$ cat src/reader_progress_rank_defines.svh
// ----------------------------------------------------------------------------
// Assertion macros for the reader progress rank block
// Shared forms of the concurrent checks, clocked on clk and held off in reset.
// ----------------------------------------------------------------------------
`ifndef READER_PROGRESS_RANK_DEFINES_SVH
`define READER_PROGRESS_RANK_DEFINES_SVH

// Condition cons must hold in the same cycle as ante.
`define RPR_ASSERT_IMP(label, ante, cons, msg) \
    label: assert property (@(posedge clk) disable iff (!rst_n) (ante) |-> (cons)) \
        else $error(msg);

// Condition cons must hold in the cycle after ante.
`define RPR_ASSERT_NXT(label, ante, cons, msg) \
    label: assert property (@(posedge clk) disable iff (!rst_n) (ante) |=> (cons)) \
        else $error(msg);

`endif

$ cat src/rpr_pkg.sv
// ----------------------------------------------------------------------------
// Reader progress rank package
// Field widths, output select codes and the controller/datapath interface.
// ----------------------------------------------------------------------------
`timescale 1ns / 1ps

package rpr_pkg;

    localparam int FUNC_W  = 1;
    localparam int USER_W  = 12;
    localparam int PAGE_W  = 10;
    localparam int RATIO_W = 17;

    localparam logic [RATIO_W-1:0] ONE_Q16 = 17'd65536;

    // Source of the result loaded into the output register.
    localparam logic [1:0] OSEL_ZERO = 2'd0;
    localparam logic [1:0] OSEL_ONE  = 2'd1;
    localparam logic [1:0] OSEL_QUOT = 2'd2;

    typedef struct packed {
        logic       clr_step;
        logic       capture;
        logic       old_latch;
        logic       hist_rd_old;
        logic       hist_rd_page;
        logic       hist_wr_dec;
        logic       hist_wr_inc;
        logic       lp_wr;
        logic       total_inc;
        logic       walk_start;
        logic       walk_step;
        logic       div_start;
        logic       div_step;
        logic       out_load;
        logic [1:0] out_sel;
    } rpr_cmd_t;

    typedef struct packed {
        logic clear_done;
        logic func;
        logic user_oob;
        logic page_bad;
        logic old_zero;
        logic total_le1;
        logic walk_done;
        logic div_done;
        logic out_free;
    } rpr_status_t;

endpackage

$ cat src/rpr_ctrl.sv
// ----------------------------------------------------------------------------
// Reader progress rank controller
// Sequences the clearing pass, read updates and rank queries.
// ----------------------------------------------------------------------------
`timescale 1ns / 1ps
`include "reader_progress_rank_defines.svh"

module rpr_ctrl (
    input  logic                clk,
    input  logic                rst_n,
    input  logic                in_valid,
    output logic                in_ready,
    input  rpr_pkg::rpr_status_t status,
    output rpr_pkg::rpr_cmd_t    cmd
);

    localparam logic [3:0] S_CLEAR    = 4'd0;
    localparam logic [3:0] S_IDLE     = 4'd1;
    localparam logic [3:0] S_LP_RD    = 4'd2;
    localparam logic [3:0] S_LP_WAIT  = 4'd3;
    localparam logic [3:0] S_DISPATCH = 4'd4;
    localparam logic [3:0] S_OLD_RD   = 4'd5;
    localparam logic [3:0] S_OLD_WR   = 4'd6;
    localparam logic [3:0] S_NEW_RD   = 4'd7;
    localparam logic [3:0] S_NEW_WR   = 4'd8;
    localparam logic [3:0] S_WALK     = 4'd9;
    localparam logic [3:0] S_DIV      = 4'd10;
    localparam logic [3:0] S_OUT      = 4'd11;

    logic [3:0] state_reg;
    logic [3:0] state_next;
    logic [1:0] osel_reg;
    logic [1:0] osel_next;

    always_ff @(posedge clk or negedge rst_n)
    begin
        if (!rst_n)
        begin
            state_reg <= S_CLEAR;
            osel_reg  <= rpr_pkg::OSEL_ZERO;
        end
        else
        begin
            state_reg <= state_next;
            osel_reg  <= osel_next;
        end
    end

    always_comb
    begin
        cmd         = '0;
        cmd.out_sel = osel_reg;
        state_next  = state_reg;
        osel_next   = osel_reg;
        in_ready    = (state_reg == S_IDLE);
        case (state_reg)
            S_CLEAR:
            begin
                cmd.clr_step = 1'b1;
                if (status.clear_done)
                begin
                    state_next = S_IDLE;
                end
            end
            S_IDLE:
            begin
                if (in_valid)
                begin
                    cmd.capture = 1'b1;
                    state_next  = S_LP_RD;
                end
            end
            S_LP_RD:
            begin
                if (status.user_oob)
                begin
                    if (status.func)
                    begin
                        osel_next  = rpr_pkg::OSEL_ZERO;
                        state_next = S_OUT;
                    end
                    else
                    begin
                        state_next = S_IDLE;
                    end
                end
                else if (!status.func && status.page_bad)
                begin
                    state_next = S_IDLE;
                end
                else
                begin
                    state_next = S_LP_WAIT;
                end
            end
            S_LP_WAIT:
            begin
                cmd.old_latch = 1'b1;
                state_next    = S_DISPATCH;
            end
            S_DISPATCH:
            begin
                if (status.func)
                begin
                    if (status.old_zero)
                    begin
                        osel_next  = rpr_pkg::OSEL_ZERO;
                        state_next = S_OUT;
                    end
                    else if (status.total_le1)
                    begin
                        osel_next  = rpr_pkg::OSEL_ONE;
                        state_next = S_OUT;
                    end
                    else
                    begin
                        cmd.walk_start = 1'b1;
                        state_next     = S_WALK;
                    end
                end
                else if (status.old_zero)
                begin
                    state_next = S_NEW_RD;
                end
                else
                begin
                    state_next = S_OLD_RD;
                end
            end
            S_OLD_RD:
            begin
                cmd.hist_rd_old = 1'b1;
                state_next      = S_OLD_WR;
            end
            S_OLD_WR:
            begin
                cmd.hist_wr_dec = 1'b1;
                state_next      = S_NEW_RD;
            end
            S_NEW_RD:
            begin
                cmd.hist_rd_page = 1'b1;
                state_next       = S_NEW_WR;
            end
            S_NEW_WR:
            begin
                cmd.hist_wr_inc = 1'b1;
                cmd.lp_wr       = 1'b1;
                cmd.total_inc   = status.old_zero;
                state_next      = S_IDLE;
            end
            S_WALK:
            begin
                if (status.walk_done)
                begin
                    cmd.div_start = 1'b1;
                    state_next    = S_DIV;
                end
                else
                begin
                    cmd.walk_step = 1'b1;
                end
            end
            S_DIV:
            begin
                if (status.div_done)
                begin
                    osel_next  = rpr_pkg::OSEL_QUOT;
                    state_next = S_OUT;
                end
                else
                begin
                    cmd.div_step = 1'b1;
                end
            end
            S_OUT:
            begin
                if (status.out_free)
                begin
                    cmd.out_load = 1'b1;
                    state_next   = S_IDLE;
                end
            end
            default:
            begin
                state_next = S_IDLE;
            end
        endcase
    end

    `RPR_ASSERT_IMP(a_load_slot_free, cmd.out_load, status.out_free, "result loaded over a waiting one")
    `RPR_ASSERT_NXT(a_accept_to_lookup, in_valid && in_ready, state_reg == S_LP_RD, "item not looked up")
    `RPR_ASSERT_IMP(a_dec_known_user, cmd.hist_wr_dec, !status.old_zero, "bucket decremented for a new reader")

endmodule

$ cat config.mk
export PLATFORM = sky130hd
export DESIGN_NAME = rpr_ctrl
export DESIGN_NICKNAME = d
export VERILOG_FILES = /design/src/rpr_pkg.sv /design/src/rpr_ctrl.sv
export VERILOG_INCLUDE_DIRS = /design/src /design/src/src
export SDC_FILE = /design/constraint.sdc
export NUM_CORES = 1
export LEC_CHECK = 0
export ABC_AREA = 1
export BUFFER_PORTS_ARGS = -buffer_cell sky130_fd_sc_hd__clkbuf_2
export CORE_ASPECT_RATIO = 0.9
export CORE_MARGIN = 4
export CORE_UTILIZATION = 40
export DETAILED_ROUTE_END_ITERATION = 6
export PLACE_DENSITY = 0.74
export RECOVER_POWER = 50
export SLEW_MARGIN = 40
export SYNTH_ARGS = -nofsm -noshare
export SYNTH_HDL_FRONTEND = slang
export SYNTH_SLANG_ARGS = --single-unit
$ cat constraint.sdc
create_clock -name clk -period 1.2 [get_ports clk]
set_clock_uncertainty 0.1 [all_clocks]
set_input_delay 0.18 -clock clk [delete_from_list [all_inputs] [get_ports clk]]
set_output_delay 0.18 -clock clk [all_outputs]
set_load 0.05 [all_outputs]
==> results_dict.tcl, run 1 <==
set metrics [dict create \
    syn_area_per_cell_sq_um 5.91 \
    synth_area_leaders "dfrtp_1 24%, nand2_1 19%, nand2_2 10%, nor2_1 9.0%, inv_1 6.6%" \
    die_w_um 49.7 \
    htreeDepth 1 \
    place_inst 166 \
    synth_area_sq_um 627 \
    ys_top_cells_by_count "31 x nand2_1, 15 x nor2_1, 11 x inv_1" \
    initial_utilization_pct 42.8 \
    ys_ff_latch 6 \
    port_buffers 28 \
    status "did not finish" \
    syn-num-nets 118 \
    yosysWarningCount 0 \
    synth_edf_count 0 \
    haltStage "global routing" \
    fp-row-count 13 \
    die_h_um 45.6 \
    cts.sinks 6 \
    synth.most_common_cell "nand2_1" \
    place_ws_ns -0.353 \
    dp_hpwl_um 1690 \
    synthArstFlopShare_pct 100 \
    numCtsBuffers 3 \
    syn_inst 106 \
    synth-seq-area-share_pct 24.0 \
    clock-root-buffer "clkbuf_4" \
    synth_ff_type "dfrtp_1" \
    synth.distinct_cells 19 \
    grt_max_degree 7 \
    place_congestion 0.920 \
    synth_top_area_cell "dfrtp_1" \
    worstEpCategory "output port" \
    num_io_pins 29 \
    grt-worst-endpoint "cmd[2]" \
    cts_buffer_depth 2 \
    error_line "[ERROR DPL-0038] Utilization greater than 100%, impossible to legalize" \
    netlist.area_leader.share_pct 24.0 \
]
[per-stage QoR]
step	hold slack, ns	cell area, sq um
after CTS	0.192	1340
after floorplan	-0.216	741
after detailed placement	-0.0857	1080
after global placement	-0.0928	1080
[what timing repair did]
action                                 CTS
setup endpoints to repair               21
hold buffers                             1
buffers inserted                         8
pin swaps                               13
resized for setup                       40
endpoints found under the hold margin    6
[cell families after synthesis]
family / count (synthesis) / share of synthesized area, %
AND/OR/NAND/NOR: 76 / 58.7
buffers and inverters: 20 / 13.8
flip-flops: 6 / 24.0
AO/OA/AOI/OAI: 4 / 3.59
==> run 2, diff against run 1 <==
Settings changed: CORE_AREA set to 4 4 65 67, CORE_ASPECT_RATIO 0.9 to unset, CORE_MARGIN 4 to unset, CORE_UTILIZATION 40 to unset, DIE_AREA set to 0 0 69 71, PLACE_DENSITY 0.74 to unset, PLACE_DENSITY_LB_ADDON set to 0.15.
Clock period 1.2 ns to 1.56 ns, I/O delays scaled along.
==> run 2 against run 1 <==
The flow now finishes, with violations (negative setup slack). Synthesized cell count unchanged. Synthesized area unchanged.
==> results_dict.tcl, run 2 <==
set metrics [dict create \
    period_needed_ns 1.67 \
    fp-row-count 22 \
    clk_pin_slew_ns 0.04 \
    r2r_slack_ns 0.04 \
    status "finished, violations left" \
    grt_util_met3_pct 2.84 \
    drt-initial-drc-count 26 \
    grt-busiest-layer "met2" \
    place_inst 187 \
    grt_pass1_wl_um 3580 \
    n_antenna_cell 0 \
    cts.sinks 6 \
    n_fill_cell 402 \
    clock_latency_ns 0.22 \
    final_nets 171 \
    critPathLaunchType "register" \
    setup_violations 14 \
    cp_max_fo 6 \
    synth-seq-area-share_pct 24.0 \
    drc_errors 0 \
    fmax_ghz 0.599 \
    hp-class "in -> reg" \
    area_delta_synth_final_pct 107 \
    cts_buffer_depth 2 \
    synth.most_common_cell "nand2_1" \
    crit_path_end_kind "output pin" \
    dpl_cell_area_sq_um 916 \
    synth_top_area_cell "dfrtp_1" \
    ys_ff_latch 6 \
    tritoncts "done" \
    critPathKind "reg -> out" \
    synth_area_leaders "dfrtp_1 24%, nand2_1 19%, nand2_2 10%, nor2_1 9.0%, inv_1 6.6%" \
    clock-root-buffer "clkbuf_8" \
    numCtsBuffers 3 \
    layout-drive-gt1-share_pct 61.8 \
    place_ws_ns -0.0217 \
    failed_checks "negative setup slack" \
    finalWorstSetupSlack_ns -0.111 \
    place_congestion 0.845 \
    regArea_sq_um 154 \
    synthArstFlopShare_pct 100 \
    arrival_ns 1.34 \
    wire_per_inst_um 10.5 \
    tightestPinTransition_ns 0.345 \
    multiInputGateArea_sq_um 489 \
    synth_area_sq_um 627 \
    fin_crit_sh_pct 107 \
    grt_max_degree 7 \
    syn_area_per_cell_sq_um 5.91 \
    num_io_pins 29 \
    vias 836 \
    synth_ff_type "dfrtp_1" \
    maxCapViolCount 0 \
    total_power_mw 2.18 \
    final_cell_mix "27 x nand2_1, 19 x buf_4, 12 x clkbuf_2, 11 x nand2_2, 9 x nor2_4" \
    synth.distinct_cells 19 \
    fin_area_sq_um 1300 \
    netlist.area_leader.share_pct 24.0 \
    die_w_um 69 \
    htreeDepth 1 \
    p_per_area_nw_per_um2 1680 \
    leakage_nw 0.676 \
    grt_overflow 0 \
    postRouteAntennaNets 0 \
    die_h_um 71 \
    dp_hpwl_um 1700 \
    core_sq_um 3630 \
    routed_via_density 4.08 \
    firstDrtPassIters 4 \
    groute.usage.overall_pct 8.99 \
    stdcell_count 205 \
    port_buffers 28 \
    ir_drop_uv 858 \
    totalWireLength_um 2150 \
    largest_reg_flops 4 \
    yosysWarningCount 0 \
    hold_violations 0 \
    met1_usage_pct 10.9 \
    syn-num-nets 118 \
    grt_antenna_before_repair 0 \
    grt_setup_unrepaired "yes" \
    synth_edf_count 0 \
    initial_utilization_pct 17.3 \
    dieArea_sq_um 4900 \
    grt_pass1_vias 826 \
    worst_ep_required_time_ns 1.23 \
    maxSlewHeadroom_pct 77.0 \
    maxSlewViolCount 0 \
    final_common_cell "nand2_1" \
    use_met2_pct 15.0 \
    syn_inst 106 \
    ys_top_cells_by_count "31 x nand2_1, 15 x nor2_1, 11 x inv_1" \
]
[run 2: cell counts after synthesis]
No cell type changed its count.
[run 2: worst max-delay path, stage by stage (launching register included)]
cell,delay (ns)
dfrtp_1,0.42
inv_2,0.09
nor2_4,0.15
inv_1,0.11
nor3_2,0.13
clkbuf_8,0.21
[run 2: worst paths after layout]
check                                    startpoint                        to  cells past startpoint
max                        state_reg[3]$_DFFE_PN0P_                    cmd[2]                      5
min                                       status[4]   osel_reg[0]$_DFFE_PN0P_                      4
max reg2reg                state_reg[1]$_DFFE_PN0P_   osel_reg[1]$_DFFE_PN0P_                     10
min reg2reg                 osel_reg[0]$_DFFE_PN0P_   osel_reg[0]$_DFFE_PN0P_                      2
max in group asynchronous                     rst_n  state_reg[2]$_DFFE_PN0P_                      2
min in group asynchronous                     rst_n  state_reg[3]$_DFFE_PN0P_                      2
[run 2: cells by family after synthesis]
group	after synthesis	synth area share [%]
compound gates	4	3.59
buf+inv	20	13.8
flops	6	24.0
simple gates	76	58.7
[run 2: final cells by class]
class | instances | share of cell area (%)
timing repair buffer | 50 | 37.2
sequential | 6 | 11.8
inverter | 18 | 5.58
clock buffer | 3 | 3.18
tap | 48 | 4.62
multi-input combinational | 80 | 37.6
[run 2: what timing repair did]
item / CTS / global route
buffers inserted: 9 / 7
hold buffers: 1 / 0
endpoints found under the hold margin: 6 / 0
resized for setup: 41 / 20
pin swaps: 2 / 10
endpoints found under the setup margin: 15 / 20
[run 2: power by group]
group	total, mW	internal, mW	leakage [nW]	switching (mW)
clock network	0.229	0.166	0.0216	0.0637
logic	1.63	0.652	0.580	0.978
registers	0.322	0.223	0.0750	0.0992
[run 2: metal layers]
layer  share of wire (%)  wire length [um]  up-vias
li1                    -                 -      427
met1                  43               928      381
met2                  51              1090       26
met3                 5.9               128        2
met4                0.37                 8        0
met5                   0                 0        -
[run 2: metrics by stage]
stage / TNS [ns] / utilization [%] / hold WS [ns]
3_3_place_gp: 0 / 25.2 / -0.0305
6_report: -0.996 / 35.8 / 0.270
2_1_floorplan: -0.0807 / - / -0.162
5_1_grt: -2.36 / 35.8 / 0.312
4_1_cts: -0.823 / 33.2 / 0.277
3_5_place_dp: -0.0382 / 25.2 / -0.0258
Note: power is estimated with default switching activity, not from simulation.
==> run 3, diff against run 2 <==
Settings changed: CTS_CLUSTER_SIZE set to 12, PLACE_DENSITY set to 0.4, PLACE_DENSITY_LB_ADDON 0.15 to unset.
Clock period 1.56 ns to 2.05 ns, I/O delays scaled along.
==> run 3 against run 2 <==
The flow now finishes without violations. Routed wire length is 10% lower. Largest power group unchanged. Clock-buffer cell count stayed put. Final area is 34% lower. Combinational power is 51% lower. Power is 45% lower. Clock power is 23% lower. Critical path depth is 1 higher. Sequential power is 28% lower. Final cell count is 10% lower. Die area stayed put. Critical endpoint is now cmd[6]. Worst setup slack better by 0.24 ns.
==> results_dict.tcl, run 3 (synthesis gave the netlist of run 2 again) <==
set metrics [dict create \
    leakage_nw 0.514 \
    cts.sinks 6 \
    r2r_cells 8 \
    ir_drop_uv 175 \
    internal_power_mw 0.491 \
    combPwrFrac_pct 66.3 \
    totalWireLength_um 1930 \
    die_w_um 69 \
    period_needed_ns 1.92 \
    tritoncts "done" \
    maxCapViolCount 0 \
    numCtsBuffers 3 \
    critPathLaunchType "register" \
    groute.usage.overall_pct 8.62 \
    dpl_cell_area_sq_um 816 \
    n_antenna_cell 0 \
    fp-row-count 22 \
    r2r-end "state_reg[1]$_DFFE_PN0P_" \
    hold_end "osel_reg[0]$_DFFE_PN0P_" \
    cts_buffer_depth 2 \
    dieArea_sq_um 4900 \
    layout-drive-gt1-share_pct 36.8 \
    r2r_slack_ns 0.58 \
    fin_area_sq_um 852 \
    p_seq_share_pct 19.2 \
    power_switching_mw 0.717 \
    drt-initial-drc-count 21 \
    firstDrtPassIters 4 \
    worst_hold_startpoint "status[4]" \
    maxSlewHeadroom_pct 60.6 \
    clock_latency_ns 0.22 \
    p_per_area_nw_per_um2 1420 \
    area_delta_synth_final_pct 35.9 \
    clk_pin_slew_ns 0.04 \
    final_nets 150 \
    setup_violations 0 \
    wire_per_inst_um 10.5 \
    core_sq_um 3630 \
    final_cell_mix "33 x nand2_1, 25 x clkbuf_2, 15 x nor2_1, 12 x inv_1" \
    initial_utilization_pct 17.3 \
    grt_max_degree 9 \
    num_io_pins 29 \
    hold_violations 0 \
    htreeDepth 1 \
    fin_tns_setup_ns 0 \
    whs_path_depth 4 \
    dp_hpwl_um 1730 \
    place_congestion 0.890 \
    drc_errors 0 \
    routed_via_density 3.91 \
    vias 719 \
    largest_reg_flops 4 \
    critPathKind "reg -> out" \
    r2r-start "state_reg[2]$_DFFE_PN0P_" \
    tightestPinTransition_ns 0.593 \
    grt_setup_unrepaired "no" \
    arrival_ns 1.52 \
    cp_max_fo 6 \
    port_buffers 28 \
    grt_antenna_before_repair 0 \
    power_frac_clock_pct 14.6 \
    worst_ep_required_time_ns 1.64 \
    status "complete, no violations" \
    swShare_pct 59.4 \
    postRouteAntennaNets 0 \
    fmax_ghz 0.520 \
    grt_pass1_vias 763 \
    clock-root-buffer "clkbuf_8" \
    crit_path_end_kind "output pin" \
    fin_crit_sh_pct 93.8 \
    final_common_cell "nand2_1" \
    hp-class "in -> reg" \
    maxSlewViolCount 0 \
    grt_overflow 0 \
    die_h_um 71 \
    grt_pass1_wl_um 3390 \
]
-- run 3: cell count changes in the layout (fill, tap and decap cells not counted), moves of 6 or more --
cell	before	now
buf_8	7	0
clkbuf_2	12	25
nor2_1	5	15
nand2_1	27	33
nor2_4	9	3
buf_4	19	0
-- run 3: critical path, stage by stage (launching register included) --
cell and delay (ns):
dfrtp_1 0.44, inv_2 0.13, nand2_2 0.12, nor2_4 0.14, nand2_1 0.10, nor2_1 0.09, clkbuf_2 0.28
-- run 3: power by group through the flow --
stage               registers [mW]  logic [mW]  clock network, mW
finish                       0.232       0.800              0.176
floorplan                    0.246       0.645                  0
detailed placement           0.232       0.829                  0
CTS                          0.231       0.833              0.181
global placement             0.229       0.830                  0
global route                 0.240       0.893              0.190
-- run 3: layout make-up --
cell class | instances | area (sq um)
Clock buffer | 3 | 41.3
Fill cell | 439 | 2780
Inverter | 18 | 67.6
Multi-Input combinational cell | 80 | 385
Sequential cell | 6 | 151
Tap cell | 48 | 60.1
Timing Repair Buffer | 29 | 146
-- run 3: worst max-delay path by stage --
| stage | end | slack [ns] | start | cells after the start |
|---|---|---|---|---|
| floorplan | cmd[6] | 0.17 | state_reg[0]$_DFFE_PN0P_ | 6 |
| global placement | cmd[6] | 0.36 | state_reg[0]$_DFFE_PN0P_ | 6 |
| detailed placement | cmd[6] | 0.31 | state_reg[0]$_DFFE_PN0P_ | 6 |
| CTS | cmd[6] | 0.07 | state_reg[0]$_DFFE_PN0P_ | 6 |
| global route | cmd[6] | 0.02 | state_reg[1]$_DFFE_PN0P_ | 6 |
| finish | cmd[6] | 0.13 | state_reg[1]$_DFFE_PN0P_ | 6 |
-- run 3: repair_timing --
action | CTS | global route
buffers inserted | 0 | 0
endpoints found under the hold margin | 6 | 0
gates resized for setup | 0 | 1
setup endpoints to repair | 0 | 1
hold buffers | 1 | 0
-- run 3: routing by layer --
| layer | share of wire (%) | track usage, % | wire, um | up-vias |
|---|---|---|---|---|
| met5 | 0 | 0 | 0 | - |
| met4 | 3.1 | 5.21 | 59 | 0 |
| met3 | 6.6 | 2.41 | 128 | 7 |
| met2 | 44 | 13.7 | 839 | 28 |
| met1 | 47 | 10.3 | 901 | 301 |
| li1 | - | - | - | 383 |
-- run 3: stage by stage --
| stage | power (mW) | setup WS (ns) | hold slack (ns) | util, % | std cells |
|---|---|---|---|---|---|
| after floorplan | 0.891 | 0.166 | -0.0881 | - | 106 |
| after global placement | 1.06 | 0.361 | 0.0475 | 22.5 | 180 |
| after detailed placement | 1.06 | 0.309 | 0.0476 | 22.5 | 180 |
| after CTS | 1.25 | 0.0695 | 0.346 | 23.9 | 184 |
| after global routing | 1.32 | 0.0249 | 0.367 | 23.5 | 184 |
| final | 1.21 | 0.126 | 0.347 | 23.5 | 184 |
==> run 4, diff against run 3 <==
Settings changed: RECOVER_POWER 50 to 25.
==> run 4 against run 3 <==
Routed wire length decreased by 0.78%. Die area did not move. Clock-buffer cell count is the same. Sequential share of layout area is 0.28 points lower. Flip-flop and latch count did not move. Critical path depth did not move. First-iteration DRC count shrank 4.8%. Worst hold slack got worse by 0.0033 ns. Critical path type unchanged. Critical endpoint unchanged. Largest cell class unchanged. Highest routed layer unchanged.
==> results_dict.tcl, run 4 (synthesis gave the netlist of run 2 again) <==
set metrics [dict create \
    critPathLaunchType "register" \
    dpl_cell_area_sq_um 816 \
    grt_setup_unrepaired "no" \
    use_met2_pct 13.7 \
    clock_latency_ns 0.22 \
    cts_buffer_depth 2 \
    initial_utilization_pct 17.3 \
    grt_antenna_before_repair 0 \
    cp_max_fo 6 \
    numCtsBuffers 3 \
    drc_errors 0 \
    fmax_ghz 0.521 \
    fp-row-count 22 \
    ir_drop_uv 175 \
    area_delta_synth_final_pct 38.1 \
    place_ws_ns 0.309 \
    finalWorstSetupSlack_ns 0.130 \
    port_buffers 28 \
    hp-class "in -> reg" \
    maxSlewViolCount 0 \
    firstDrtPassIters 4 \
    crit_chain "inv_2 > nand2_2 > nor2_4 > nand2_1 > nor2_1 > clkbuf_2" \
    leakage_nw 0.524 \
    grt-busiest-layer "met2" \
    tritoncts "done" \
    core_sq_um 3630 \
    clk_pin_slew_ns 0.04 \
    grt_util_met3_pct 2.41 \
    dieArea_sq_um 4900 \
    num_io_pins 29 \
    dp_hpwl_um 1730 \
    fin_tns_setup_ns 0 \
    p_per_area_nw_per_um2 1420 \
    worst_hold_startpoint "status[4]" \
    cts.sinks 6 \
    grt_max_degree 9 \
    r2r-start "state_reg[1]$_DFFE_PN0P_" \
    worst_ep_required_time_ns 1.64 \
    final_nets 150 \
    final_cell_mix "31 x nand2_1, 26 x clkbuf_2, 14 x nor2_1, 11 x inv_1, 10 x nand2_2" \
    setup_violations 0 \
    arrival_ns 1.51 \
    groute.usage.overall_pct 8.62 \
    fin_crit_sh_pct 93.7 \
    period_needed_ns 1.92 \
    totalWireLength_um 1910 \
    slowest_stage "dfrtp_1" \
    routed_via_density 3.92 \
    clock-root-buffer "clkbuf_8" \
    largest_reg_flops 4 \
    maxCapViolCount 0 \
    post_cts_buffers 0 \
    layout-drive-gt1-share_pct 41.2 \
    postRouteAntennaNets 0 \
    drt-initial-drc-count 20 \
    die_h_um 71 \
    cpPeakStageDelay_ns 0.44 \
    grt_overflow 0 \
    maxSlewHeadroom_pct 60.5 \
    hold_violations 0 \
    vias 721 \
    crit_path_end_kind "output pin" \
    met1_usage_pct 10.3 \
    htreeDepth 1 \
    n_antenna_cell 0 \
    place_congestion 0.890 \
    final_common_cell "nand2_1" \
    wire_per_inst_um 10.4 \
    grt_pass1_wl_um 3390 \
    fin_area_sq_um 866 \
    die_w_um 69 \
    grt_pass1_vias 763 \
    tightestPinTransition_ns 0.594 \
    status "complete, no violations" \
    crit_start "state_reg[1]$_DFFE_PN0P_" \
    critPathKind "reg -> out" \
]
## run 4: cell counts in the layout (fill, tap and decap cells not counted)
Identical to the previous run, type by type.
## run 4: worst paths after layout
path / endpoint / slack, ns / cells past startpoint
max: cmd[6] / 0.13 / 6
min: osel_reg[0]$_DFFE_PN0P_ / 0.34 / 4
max reg2reg: osel_reg[0]$_DFFE_PN0P_ / 0.63 / 8
min reg2reg: osel_reg[1]$_DFFE_PN0P_ / 0.38 / 2
max in group asynchronous: state_reg[0]$_DFFE_PN0P_ / 1.17 / 2
min in group asynchronous: osel_reg[1]$_DFFE_PN0P_ / 0.41 / 2
## run 4: area by class of cell
type | instances | area (sq um)
fill | 438 | 2770
clock buffer | 3 | 41.3
tap | 48 | 60.1
inverter | 18 | 67.6
multi-input combinational | 80 | 398
timing repair buffer | 29 | 148
sequential | 6 | 151
## run 4: timing repair
item                       CTS  global route
gates resized for setup      0             1
hold endpoints to repair     6             0
hold buffers                 1             0
setup endpoints to repair    0             1
## run 4: worst max-delay path, delay by kind of cell (launching register included)
| kind | cells | cell delay, ns |
|---|---|---|
| flip-flops | 1 | 0.44 |
| buffers and inverters | 2 | 0.41 |
| AND/OR/NAND/NOR | 4 | 0.45 |
## run 4: layer usage
metal / part of all wire (%) / vias up
li1: - / 384
met1: 47 / 304
met2: 44 / 27
met3: 6.0 / 6
met4: 2.5 / 0
met5: 0 / -
## run 4: where the power goes
part           total [mW]  internal [mW]  switching [mW]
clock network       0.176          0.126          0.0502
registers           0.232          0.166          0.0659
logic               0.817          0.208           0.609
total                1.23          0.501           0.725
## run 4: metrics by stage
| step | total power [mW] | util, % | hold WS, ns | std cells |
|---|---|---|---|---|
| final | 1.23 | 23.8 | 0.343 | 184 |
| after global routing | 1.34 | 23.8 | 0.367 | 184 |
| after CTS | 1.25 | 23.9 | 0.346 | 184 |
| after detailed placement | 1.06 | 22.5 | 0.0476 | 180 |
| after global placement | 1.06 | 22.5 | 0.0475 | 180 |
| after floorplan | 0.891 | - | -0.0881 | 106 |
